--- config.mk ---
export PLATFORM = sky130hd
export DESIGN_NAME = peripheral_interface_adapter_flat
export DESIGN_NICKNAME = d
export VERILOG_FILES = /design/src/hw/rtl/pia_pkg.sv /design/src/hw/rtl/pia_intf.sv /design/src/hw/rtl/pia_side.sv /design/src/hw/rtl/peripheral_interface_adapter.sv /design/src/flat_wrapper.sv
export SDC_FILE = /design/constraint.sdc
export NUM_CORES = 1
export LEC_CHECK = 0
export BUFFER_PORTS_ARGS = -buffer_cell sky130_fd_sc_hd__buf_4
export CORE_MARGIN = 2
export CORE_UTILIZATION = 41
export DETAILED_ROUTE_END_ITERATION = 10
export GPL_ROUTABILITY_DRIVEN = 0
export SYNTH_ARGS = -nofsm -noshare
export SYNTH_HDL_FRONTEND = slang
export SYNTH_SLANG_ARGS = --single-unit
--- constraint.sdc ---
create_clock -name clk -period 2.54 [get_ports clk]
set_input_delay 0.254 -clock clk [delete_from_list [all_inputs] [get_ports clk]]
set_output_delay 0.254 -clock clk [all_outputs]
set_load 0.005 [all_outputs]
--- src/hw/rtl/pia_pkg.sv ---
// ----------------------------------------------------------------------------
// pia_pkg
// types and constants shared by the parallel interface adapter
// ----------------------------------------------------------------------------
package pia_pkg;

    typedef enum logic [2:0] {
        OP_READ  = 3'd0,
        OP_WRITE = 3'd1,
        OP_CA1   = 3'd2,
        OP_CA2   = 3'd3,
        OP_CB1   = 3'd4,
        OP_CB2   = 3'd5
    } pia_op_t;

    localparam int unsigned CR_IRQ1   = 7;
    localparam int unsigned CR_IRQ2   = 6;
    localparam int unsigned CR_C2OUT  = 5;
    localparam int unsigned CR_B4     = 4;
    localparam int unsigned CR_B3     = 3;
    localparam int unsigned CR_DATA   = 2;
    localparam int unsigned CR_C1RISE = 1;
    localparam int unsigned CR_C1EN   = 0;

    typedef struct packed {
        logic       rd;
        logic       wr;
        logic       c1_ev;
        logic       c2_ev;
        logic       ctrl_sel;
        logic       strobe_on_read;
        logic       strobe_on_write;
        logic [7:0] wdata;
        logic       lvl;
        logic [7:0] pins;
    } pia_side_cmd_t;

    typedef struct packed {
        logic [7:0] rdata;
        logic       irq;
        logic [7:0] data;
        logic       strobe;
        logic       c2;
    } pia_side_stat_t;

endpackage

--- src/hw/rtl/pia_intf.sv ---
// ----------------------------------------------------------------------------
// pia_intf
// request and result channels of the parallel interface adapter
// ----------------------------------------------------------------------------
interface pia_req_if;
    logic       valid;
    logic       ready;
    logic [2:0] op;
    logic [1:0] reg_select;
    logic [7:0] write_data;
    logic       line_level;
    logic [7:0] port_a_pins;
    logic [7:0] port_b_pins;

    modport source (
        output valid, op, reg_select, write_data, line_level, port_a_pins, port_b_pins,
        input  ready
    );
    modport sink (
        input  valid, op, reg_select, write_data, line_level, port_a_pins, port_b_pins,
        output ready
    );
endinterface

interface pia_rsp_if;
    logic       valid;
    logic       ready;
    logic [7:0] read_data;
    logic       irq_a;
    logic       irq_b;
    logic [7:0] port_a_out;
    logic [7:0] port_b_out;
    logic       port_a_strobe;
    logic       port_b_strobe;
    logic       ca2_out;
    logic       cb2_out;

    modport source (
        output valid, read_data, irq_a, irq_b, port_a_out, port_b_out,
               port_a_strobe, port_b_strobe, ca2_out, cb2_out,
        input  ready
    );
    modport sink (
        input  valid, read_data, irq_a, irq_b, port_a_out, port_b_out,
               port_a_strobe, port_b_strobe, ca2_out, cb2_out,
        output ready
    );
endinterface

--- src/hw/rtl/pia_side.sv ---
// ----------------------------------------------------------------------------
// pia_side
// registers and update logic of one adapter side (control, direction, data,
// control line levels)
// ----------------------------------------------------------------------------
module pia_side (
    input  logic                    clk,
    input  logic                    rst_n,
    input  logic                    advance,
    input  pia_pkg::pia_side_cmd_t  cmd,
    output pia_pkg::pia_side_stat_t stat
);

    logic [7:0] control_reg, control_next;
    logic [7:0] direction_reg, direction_next;
    logic [7:0] data_reg, data_next;
    logic       c1_reg, c1_next;
    logic       c2_reg, c2_next;
    logic [7:0] rdata;
    logic       strobe;
    logic       c1_active;
    logic       c2_active;
    logic       strobe_mode;

    assign strobe_mode = control_reg[pia_pkg::CR_C2OUT] & ~control_reg[pia_pkg::CR_B4];
    assign c1_active   = control_reg[pia_pkg::CR_C1RISE] ? (~c1_reg & cmd.lvl)
                                                         : (c1_reg & ~cmd.lvl);
    assign c2_active   = control_reg[pia_pkg::CR_B4] ? (~c2_reg & cmd.lvl)
                                                     : (c2_reg & ~cmd.lvl);

    always_comb
    begin
        control_next   = control_reg;
        direction_next = direction_reg;
        data_next      = data_reg;
        c1_next        = c1_reg;
        c2_next        = c2_reg;
        rdata          = 8'h00;
        strobe         = 1'b0;
        if (cmd.rd)
        begin
            if (cmd.ctrl_sel)
            begin
                rdata = control_reg;
            end
            else if (!control_reg[pia_pkg::CR_DATA])
            begin
                rdata = direction_reg;
            end
            else
            begin
                if (cmd.strobe_on_read && strobe_mode)
                begin
                    c2_next = control_reg[pia_pkg::CR_B3];
                end
                control_next[pia_pkg::CR_IRQ1] = 1'b0;
                control_next[pia_pkg::CR_IRQ2] = 1'b0;
                rdata = (data_reg & direction_reg) | (cmd.pins & ~direction_reg);
            end
        end
        else if (cmd.wr)
        begin
            if (cmd.ctrl_sel)
            begin
                control_next = {control_reg[7:6], cmd.wdata[5:0]};
                if (cmd.wdata[pia_pkg::CR_C2OUT] && cmd.wdata[pia_pkg::CR_B4])
                begin
                    c2_next = cmd.wdata[pia_pkg::CR_B3];
                end
            end
            else if (!control_reg[pia_pkg::CR_DATA])
            begin
                direction_next = cmd.wdata;
            end
            else
            begin
                if (cmd.strobe_on_write && strobe_mode)
                begin
                    c2_next = control_reg[pia_pkg::CR_B3];
                end
                strobe    = 1'b1;
                data_next = cmd.wdata;
            end
        end
        else if (cmd.c1_ev)
        begin
            if (c1_active)
            begin
                if (control_reg[pia_pkg::CR_C1EN])
                begin
                    control_next[pia_pkg::CR_IRQ1] = 1'b1;
                end
                // handshake mode: active c1 edge restores c2
                if (control_reg[5:3] == 3'b100)
                begin
                    c2_next = 1'b1;
                end
            end
            c1_next = cmd.lvl;
        end
        else if (cmd.c2_ev)
        begin
            if (!control_reg[pia_pkg::CR_C2OUT])
            begin
                if (c2_active && control_reg[pia_pkg::CR_B3])
                begin
                    control_next[pia_pkg::CR_IRQ2] = 1'b1;
                end
                c2_next = cmd.lvl;
            end
        end
    end

    always_ff @(posedge clk or negedge rst_n)
    begin
        if (!rst_n)
        begin
            control_reg   <= 8'h00;
            direction_reg <= 8'h00;
            data_reg      <= 8'h00;
            c1_reg        <= 1'b0;
            c2_reg        <= 1'b0;
        end
        else if (advance)
        begin
            control_reg   <= control_next;
            direction_reg <= direction_next;
            data_reg      <= data_next;
            c1_reg        <= c1_next;
            c2_reg        <= c2_next;
        end
    end

    assign stat.rdata  = rdata;
    assign stat.irq    = control_next[pia_pkg::CR_IRQ1] | control_next[pia_pkg::CR_IRQ2];
    assign stat.data   = data_next;
    assign stat.strobe = strobe;
    assign stat.c2     = c2_next;

endmodule

--- src/hw/rtl/peripheral_interface_adapter.sv ---
// ----------------------------------------------------------------------------
// peripheral_interface_adapter
// two-port parallel interface adapter with control lines ca1/ca2/cb1/cb2
//
// request channel: one bus read, bus write (reg_select picks data/direction
// or control of side a or b) or a new level on one of the control lines
// result channel: one result per request with read data, both interrupt
// lines, port output registers, write strobes and ca2/cb2 levels
// path: the input register loads at the accept edge, and the update logic
// feeds the result register, which loads once it is free or being taken;
// the result is then offered on the result channel until it is taken
// throughput: one request per cycle unless the result is held; the side
// registers load with the result register, so the next request sees them
// reset: all control, direction, data and line level registers clear, both
// pipeline stages empty
// stall: a held result keeps the result register; one more request is taken
// into the input register and then the request channel stalls
// ----------------------------------------------------------------------------
module peripheral_interface_adapter (
    input  logic            clk,
    input  logic            rst_n,
    pia_req_if.sink         request,
    pia_rsp_if.source       result
);

    logic       in_valid_reg;
    logic [2:0] op_reg;
    logic [1:0] rs_reg;
    logic [7:0] wdata_reg;
    logic       lvl_reg;
    logic [7:0] pins_a_reg;
    logic [7:0] pins_b_reg;

    logic       out_valid_reg;
    logic [7:0] read_data_reg;
    logic       irq_a_reg;
    logic       irq_b_reg;
    logic [7:0] port_a_out_reg;
    logic [7:0] port_b_out_reg;
    logic       strobe_a_reg;
    logic       strobe_b_reg;
    logic       ca2_reg;
    logic       cb2_reg;

    logic       advance;
    logic       is_read;
    logic       is_write;

    pia_pkg::pia_side_cmd_t  cmd_a;
    pia_pkg::pia_side_cmd_t  cmd_b;
    pia_pkg::pia_side_stat_t stat_a;
    pia_pkg::pia_side_stat_t stat_b;

    assign advance       = in_valid_reg & (~out_valid_reg | result.ready);
    assign request.ready = ~in_valid_reg | advance;

    assign is_read  = (op_reg == pia_pkg::OP_READ);
    assign is_write = (op_reg == pia_pkg::OP_WRITE);

    always_comb
    begin
        cmd_a.rd              = is_read & ~rs_reg[1];
        cmd_a.wr              = is_write & ~rs_reg[1];
        cmd_a.c1_ev           = (op_reg == pia_pkg::OP_CA1);
        cmd_a.c2_ev           = (op_reg == pia_pkg::OP_CA2);
        cmd_a.ctrl_sel        = rs_reg[0];
        cmd_a.strobe_on_read  = 1'b1;
        cmd_a.strobe_on_write = 1'b0;
        cmd_a.wdata           = wdata_reg;
        cmd_a.lvl             = lvl_reg;
        cmd_a.pins            = pins_a_reg;

        cmd_b.rd              = is_read & rs_reg[1];
        cmd_b.wr              = is_write & rs_reg[1];
        cmd_b.c1_ev           = (op_reg == pia_pkg::OP_CB1);
        cmd_b.c2_ev           = (op_reg == pia_pkg::OP_CB2);
        cmd_b.ctrl_sel        = rs_reg[0];
        cmd_b.strobe_on_read  = 1'b0;
        cmd_b.strobe_on_write = 1'b1;
        cmd_b.wdata           = wdata_reg;
        cmd_b.lvl             = lvl_reg;
        cmd_b.pins            = pins_b_reg;
    end

    pia_side u_side_a (
        .clk     (clk),
        .rst_n   (rst_n),
        .advance (advance),
        .cmd     (cmd_a),
        .stat    (stat_a)
    );

    pia_side u_side_b (
        .clk     (clk),
        .rst_n   (rst_n),
        .advance (advance),
        .cmd     (cmd_b),
        .stat    (stat_b)
    );

    // input register
    always_ff @(posedge clk or negedge rst_n)
    begin
        if (!rst_n)
        begin
            in_valid_reg <= 1'b0;
        end
        else if (request.ready)
        begin
            in_valid_reg <= request.valid;
        end
    end

    always_ff @(posedge clk)
    begin
        if (request.ready && request.valid)
        begin
            op_reg     <= request.op;
            rs_reg     <= request.reg_select;
            wdata_reg  <= request.write_data;
            lvl_reg    <= request.line_level;
            pins_a_reg <= request.port_a_pins;
            pins_b_reg <= request.port_b_pins;
        end
    end

    // result register
    always_ff @(posedge clk or negedge rst_n)
    begin
        if (!rst_n)
        begin
            out_valid_reg <= 1'b0;
        end
        else if (advance)
        begin
            out_valid_reg <= 1'b1;
        end
        else if (result.ready)
        begin
            out_valid_reg <= 1'b0;
        end
    end

    always_ff @(posedge clk)
    begin
        if (advance)
        begin
            read_data_reg  <= stat_a.rdata | stat_b.rdata;
            irq_a_reg      <= stat_a.irq;
            irq_b_reg      <= stat_b.irq;
            port_a_out_reg <= stat_a.data;
            port_b_out_reg <= stat_b.data;
            strobe_a_reg   <= stat_a.strobe;
            strobe_b_reg   <= stat_b.strobe;
            ca2_reg        <= stat_a.c2;
            cb2_reg        <= stat_b.c2;
        end
    end

    assign result.valid         = out_valid_reg;
    assign result.read_data     = read_data_reg;
    assign result.irq_a         = irq_a_reg;
    assign result.irq_b         = irq_b_reg;
    assign result.port_a_out    = port_a_out_reg;
    assign result.port_b_out    = port_b_out_reg;
    assign result.port_a_strobe = strobe_a_reg;
    assign result.port_b_strobe = strobe_b_reg;
    assign result.ca2_out       = ca2_reg;
    assign result.cb2_out       = cb2_reg;

endmodule
--- src/flat_wrapper.sv ---
// flat-port wrapper written by rule: the top's interface ports become plain ports
module peripheral_interface_adapter_flat 
  (clk, rst_n, request_valid, request_op, request_reg_select, request_write_data, request_line_level, request_port_a_pins, request_port_b_pins, request_ready, result_valid, result_read_data, result_irq_a, result_irq_b, result_port_a_out, result_port_b_out, result_port_a_strobe, result_port_b_strobe, result_ca2_out, result_cb2_out, result_ready);
  pia_req_if request_i ();
  pia_rsp_if result_i ();
  input  logic clk;
  input  logic rst_n;
  input wire logic [$bits(request_i.valid)-1:0] request_valid;
  input wire logic [$bits(request_i.op)-1:0] request_op;
  input wire logic [$bits(request_i.reg_select)-1:0] request_reg_select;
  input wire logic [$bits(request_i.write_data)-1:0] request_write_data;
  input wire logic [$bits(request_i.line_level)-1:0] request_line_level;
  input wire logic [$bits(request_i.port_a_pins)-1:0] request_port_a_pins;
  input wire logic [$bits(request_i.port_b_pins)-1:0] request_port_b_pins;
  output wire logic [$bits(request_i.ready)-1:0] request_ready;
  output wire logic [$bits(result_i.valid)-1:0] result_valid;
  output wire logic [$bits(result_i.read_data)-1:0] result_read_data;
  output wire logic [$bits(result_i.irq_a)-1:0] result_irq_a;
  output wire logic [$bits(result_i.irq_b)-1:0] result_irq_b;
  output wire logic [$bits(result_i.port_a_out)-1:0] result_port_a_out;
  output wire logic [$bits(result_i.port_b_out)-1:0] result_port_b_out;
  output wire logic [$bits(result_i.port_a_strobe)-1:0] result_port_a_strobe;
  output wire logic [$bits(result_i.port_b_strobe)-1:0] result_port_b_strobe;
  output wire logic [$bits(result_i.ca2_out)-1:0] result_ca2_out;
  output wire logic [$bits(result_i.cb2_out)-1:0] result_cb2_out;
  input wire logic [$bits(result_i.ready)-1:0] result_ready;
  assign request_i.valid = request_valid;
  assign request_i.op = request_op;
  assign request_i.reg_select = request_reg_select;
  assign request_i.write_data = request_write_data;
  assign request_i.line_level = request_line_level;
  assign request_i.port_a_pins = request_port_a_pins;
  assign request_i.port_b_pins = request_port_b_pins;
  assign request_ready = request_i.ready;
  assign result_valid = result_i.valid;
  assign result_read_data = result_i.read_data;
  assign result_irq_a = result_i.irq_a;
  assign result_irq_b = result_i.irq_b;
  assign result_port_a_out = result_i.port_a_out;
  assign result_port_b_out = result_i.port_b_out;
  assign result_port_a_strobe = result_i.port_a_strobe;
  assign result_port_b_strobe = result_i.port_b_strobe;
  assign result_ca2_out = result_i.ca2_out;
  assign result_cb2_out = result_i.cb2_out;
  assign result_i.ready = result_ready;
  peripheral_interface_adapter u_core (.clk(clk), .rst_n(rst_n), .request(request_i), .result(result_i));
endmodule
After elaboration in Yosys (flattened, before gate mapping)
Index checks and enable logic that the tools add are counted.
Word-level totals
  register bits: 114
  output and inout bits: 32
  bits of input ports: 34
  logic and storage cells: 162
Cells by class
  bitwise gates (word level): 45
  mux-type cells: 67
  reduce and logical (&&, ||, !) cells: 14
  equal/unequal tests: 7
Operator list (number)
  2-to-1 mux 8 bit: 14
  2-to-1 mux 1 bit: 45
  bitwise AND 8 bit: 4
  bitwise OR 8 bit: 3
  inverter 1 bit: 17
  2-to-1 mux 2 bit: 8
  inverter 8 bit: 2
  AND reduction 4 bit: 4
  bitwise AND 1 bit: 15
  equality test 3 bit (second input constant): 4
  AND reduction 5 bit: 2
  equality test 3 x 2 -> 1 bit (second input constant): 2
  OR reduction 3 bit: 2
  logical AND 1 bit: 4
  bitwise OR 1 bit: 4
  equality test 3 x 1 -> 1 bit (second input constant): 1
  zero test 3 bit: 1
  nonzero test 2 bit: 1

Logic depth before layout (Yosys ltp)
  depth after elaboration: 11
  gate-level depth with buffers: 7
  gate-level depth less buffers: 5

Cells and area by module
From an unflattened synthesis, not the netlist that was laid out.
Unflattened totals
  cell total of the unflattened synthesis: 400
  area total of the unflattened synthesis: 5272.6 µm²
By module, submodules not included
  peripheral_interface_adapter: area an instance 2029.4 µm², cells an instance 86, times used 1
  pia_side (u_core.u_side_b): area an instance 1646.6 µm², cells an instance 157, times used 1
  pia_side (u_core.u_side_a): area an instance 1596.5 µm², cells an instance 157, times used 1

Least setup slack after synthesis
Ideal clock, no wire load.
  path kind: reg-to-reg
  from: register u_core.out_valid_reg, in the netlist u_core.result.valid
  to: register u_core.u_side_a.data_reg[0]
  data required time: 2.415 ns
  stages on the path, launching flop included: 7
  setup slack: -0.167 ns
  buffers on the path: 1
  setup time: 0.125 ns
  arrival: 2.582 ns
  cell sequence: dfrtp_1 nand2b_1 nand2_1 inv_1 buf_1 nand2_1 mux2_2
On the way
  longest elaborated chain between the ends: 3
RTL lines
  start, declared: line peripheral_interface_adapter.sv:34  | logic out_valid_reg;
  start signal, assigned: line peripheral_interface_adapter.sv:132  | out_valid_reg <= 1'b0;
  start signal, assigned: line peripheral_interface_adapter.sv:136  | out_valid_reg <= 1'b1;
  start signal, assigned: line peripheral_interface_adapter.sv:140  | out_valid_reg <= 1'b0;
  inverter 1 bit: line peripheral_interface_adapter.sv:54  | assign advance = in_valid_reg & (~out_valid_reg | result.ready);
  bitwise OR 1 bit: line peripheral_interface_adapter.sv:54
  bitwise AND 1 bit: line peripheral_interface_adapter.sv:54
  net u_core.advance: line peripheral_interface_adapter.sv:45  | logic advance;
  end signal, assigned: line pia_side.sv:128  | data_reg <= data_next;
  end, declared: line pia_side.sv:16  | logic [7:0] data_reg, data_next;
The timed path passes the listed nets, and every way through them passes these cells.
A chain may end at the register's enable or synchronous reset.

Worst setup path in the final report
  from: register u_core.rs_reg[1]
  to: register u_core.u_side_a.direction_reg[7]
On the way
  longest elaborated chain between the ends: 4
  elaborated cells on any way between the ends: 5
  classes of those cells: bitwise (4); reduce/logical (1)
RTL lines
  start, declared: line peripheral_interface_adapter.sv:28  | logic [1:0] rs_reg;
  start signal, assigned: line peripheral_interface_adapter.sv:119  | rs_reg <= request.reg_select;
  inverter 1 bit (*): line peripheral_interface_adapter.sv:62, peripheral_interface_adapter.sv:63
  bitwise AND 1 bit: line peripheral_interface_adapter.sv:62  | cmd_a.rd = is_read & ~rs_reg[1];
  inverter 1 bit (no source line)
  AND reduction 5 bit (no source line) (*)
  end signal, assigned: line pia_side.sv:127  | direction_reg <= direction_next;
  end, declared: line pia_side.sv:15  | logic [7:0] direction_reg, direction_next;
Every way passes the cells marked *; elsewhere a longest branch is shown, timed or not.

==> impl_metrics.env <==
export IMPL_drive_above_1_share_pct=33.40
export IMPL_relSlewSlack_pct=50.50
export IMPL_grt_antenna_before_repair=0
export IMPL_vdd_ir_drop_max_mv=0.5885
export IMPL_rsz0062_at_grt="false"
export IMPL_grt_pass1_wl_um=17500
export IMPL_cpPeakStageDelay_ns=0.77
export IMPL_port_buffers=65
export IMPL_seq_power_share_pct=43.5
export IMPL_synth_edf_count=60
export IMPL_timing_rr_start="u_core.rs_reg[1]"
export IMPL_crit_path_end_kind="flop"
export IMPL_holdPathStages=1
export IMPL_synth_top_flop_cell="edfxtp_1"
export IMPL_worstSetupPathType="flop to flop"
export IMPL_avgSynthCellArea_um2=13.18
export IMPL_arrival_ns=2.54
export IMPL_leakage_nw=2.717
export IMPL_die_y_um=114.1
export IMPL_drt_wl_total_um=11560
export IMPL_combPwrFrac_pct=13.3
export IMPL_nets=512
export IMPL_crit_required_ns=2.84
export IMPL_clockRootBuffer="clkbuf_16"
export IMPL_p_int_w=0.004188
export IMPL_yosysWarnings=0
export IMPL_fp_dieArea_um2=13020
export IMPL_ys_seq_area_share_pct=63.44
export IMPL_ys_types=44
export IMPL_clkSlewWorstSetupHoldPaths_ns=0.05
export IMPL_crit_chain="or4b_1 > or4_1 > mux2_4"
export IMPL_cts_resized_gates=0
export IMPL_vias=3450
export IMPL_ioPinCount=66
export IMPL_drt_pass1_iter_count=5
export IMPL_period_share_pct=88.14
export IMPL_track_usage_pct=18.43
export IMPL_synth_top_area_share_pct=36.25
export IMPL_core_region_area_um2=11910
export IMPL_rrSetupSlack_ns=0.30
export IMPL_antenna_cells=0
export IMPL_crit_fanout=8
export IMPL_power_frac_clock_pct=43.2
export IMPL_slew_viol_final=0
export IMPL_grt_pass1_vias=3225
export IMPL_synthArstFlopShare_pct=47.37
export IMPL_cts_buffer_depth=2
export IMPL_syn_nets=411
export IMPL_fin_crit_ns=2.239
export IMPL_rr_worst_depth=3
export IMPL_area_growth_pct=31.47
export IMPL_dp_hpwl_um=7500
export IMPL_r2r_end="u_core.u_side_a.direction_reg[7]"
export IMPL_yosysMostFrequentCell="edfxtp_1"
export IMPL_die_x_um=114.1
export IMPL_finalHoldViolCount=0
export IMPL_wire_per_inst_um=18.12
export IMPL_overflow=0
export IMPL_p_per_area_nw_per_um2=851.6
export IMPL_grt_max_degree=55
export IMPL_syn_area_um2=4970
export IMPL_fin_worst_skew_ns=0.009688
export IMPL_hold_start="request_op[0]"
export IMPL_maxCapViolCount=0
export IMPL_synth_common_cells="edfxtp_1 (60), dfrtp_1 (54), mux2_2 (42)"
export IMPL_antenna_left=0
export IMPL_htreeDepth=4
export IMPL_drt_iter0_markers=249
export IMPL_netSwitchingPower_w=0.001377
export IMPL_worst_pin_slew_ns=0.7425
export IMPL_clock_fmax_mhz=446.7
export IMPL_hold_class="input port to flop"
export IMPL_viasPerCell=5.408
export IMPL_start_util_pct=41.72
export IMPL_numPlacedInstances=580
export IMPL_status="finished clean"
export IMPL_setup_violations=0
export IMPL_ys_seq_elements=114
export IMPL_cts_tree="yes"
export IMPL_postSynthCellCount=377
export IMPL_hold_end="u_core.op_reg[0]"
export IMPL_synth_area_leaders="edfxtp_1 (36%), dfrtp_1 (27%), mux2_2 (9.5%)"
export IMPL_setup_tns_final_ns=0
export IMPL_drc=0
export IMPL_start_kind="flop"
export IMPL_num_rows=40
export IMPL_slowest_stage="or4_1"
export IMPL_yosysTopAreaCell="edfxtp_1"
export IMPL_clock_sinks=114
export IMPL_clk_latency_ns=0.42
export IMPL_cts_buffers=17
export IMPL_sw_frac_of_total_pct=24.74
export IMPL_final_cell_count_no_fill=638
==> stage by stage <==
stage / cell area [um^2] / power (W) / utilization, % / hold slack (ns) / worst slack (ns)
after floorplan: 4977 / 0.002845 / - / -0.04159 / 0.4026
after global placement: 5649 / 0.003134 / 47.43 / 0.3521 / 0.3390
after detailed placement: 5649 / 0.003161 / 47.43 / 0.3604 / 0.3094
after CTS: 6364 / 0.005583 / 53.42 / 0.0003279 / 0.2942
after global routing: 6534 / 0.005810 / 54.85 / 0.0006360 / 0.2255
final: 6534 / 0.005564 / 54.85 / 0.02070 / 0.3013
==> area by class of cell <==
type	count	area [um^2]
Clock buffer	24	568.0
Timing Repair Buffer	105	853.3
Tap cell	147	183.9
Sequential cell	114	3153
Fill cell	1000	5378
Multi-Input combinational cell	218	1637
Inverter	22	82.58
Clock inverter	8	56.30
==> placed cells by master, fill, tap and decap left out, types with 2 or more instances in the layout <==
master,netlist,final
mux2_2,42,42
a21o_1,2,2
nor4b_1,2,2
nor4bb_1,3,3
o211ai_1,4,4
buf_4,0,79
dlygate4sd3_1,0,26
a32o_1,2,2
or4_1,2,2
o22ai_1,9,9
and3b_1,2,2
inv_1,22,22
clkinv_2,0,2
o2bb2ai_1,2,2
or2_2,2,2
clkbuf_16,0,22
mux2_4,8,8
inv_4,0,2
and2_1,2,2
a21oi_1,30,30
nand2_1,18,18
mux2i_1,3,3
o31ai_1,2,2
nand2b_1,8,8
clkinv_4,0,3
nor2b_1,2,2
dfrtp_1,54,54
edfxtp_1,60,60
a31oi_1,4,4
a311oi_1,13,13
nor3b_1,6,6
nor2_1,7,7
nand3_1,13,13
o21ai_0,18,18
==> kinds of logic (layout without fill, tap and decap cells) <==
group	Yosys count	in the layout	synth area share, %
AND/OR/NAND/NOR	76	76	9.139
flip-flops	114	114	63.44
buffers and inverters	45	159	3.625
multiplexers	53	53	12.54
AO/OA/AOI/OAI	89	89	11.25
==> power by group through the flow <==
| stage | sequential (W) | clock (W) | combinational (W) |
|---|---|---|---|
| finish | 0.00242 | 0.00240 | 0.000740 |
| global route | 0.00245 | 0.00254 | 0.000816 |
| CTS | 0.00242 | 0.00244 | 0.000725 |
| detailed placement | 0.00245 | 0 | 0.000712 |
| global placement | 0.00244 | 0 | 0.000695 |
| floorplan | 0.00237 | 0 | 0.000475 |
==> layer usage <==
layer | track usage [%] | vias to the layer above | wire (um)
met5 | 0 | - | 0
met4 | 6.992 | 0 | 191
met3 | 6.988 | 12 | 603
met2 | 27.46 | 113 | 5384
met1 | 24.62 | 1706 | 5378
li1 | - | 1619 | -
==> critical path: cells and delay by family, from the launching register on <==
family | cells | cell delay, ns
and+or+nand+nor | 2 | 1.36
muxes | 1 | 0.39
DFF | 1 | 0.38
==> worst max-delay path by stage <==
stage	from	endpoint	slack [ns]	cells past startpoint
2_1_floorplan	u_core.result.valid	u_core.u_side_a.data_reg[0]	0.40	6
3_3_place_gp	u_core.rs_reg[1]	u_core.u_side_a.direction_reg[2]	0.34	3
3_5_place_dp	u_core.rs_reg[1]	u_core.u_side_a.direction_reg[4]	0.31	3
4_1_cts	u_core.rs_reg[1]	u_core.u_side_a.direction_reg[7]	0.29	3
5_1_grt	u_core.rs_reg[1]	u_core.u_side_a.direction_reg[7]	0.23	3
6_report	u_core.rs_reg[1]	u_core.u_side_a.direction_reg[7]	0.30	3
==> repair_timing <==
| item | CTS | global route |
|---|---|---|
| buffers inserted | 0 | 0 |
| hold buffers | 9 | 17 |
| hold endpoints to repair | 62 | 17 |
(Power assumes the default switching activity.)
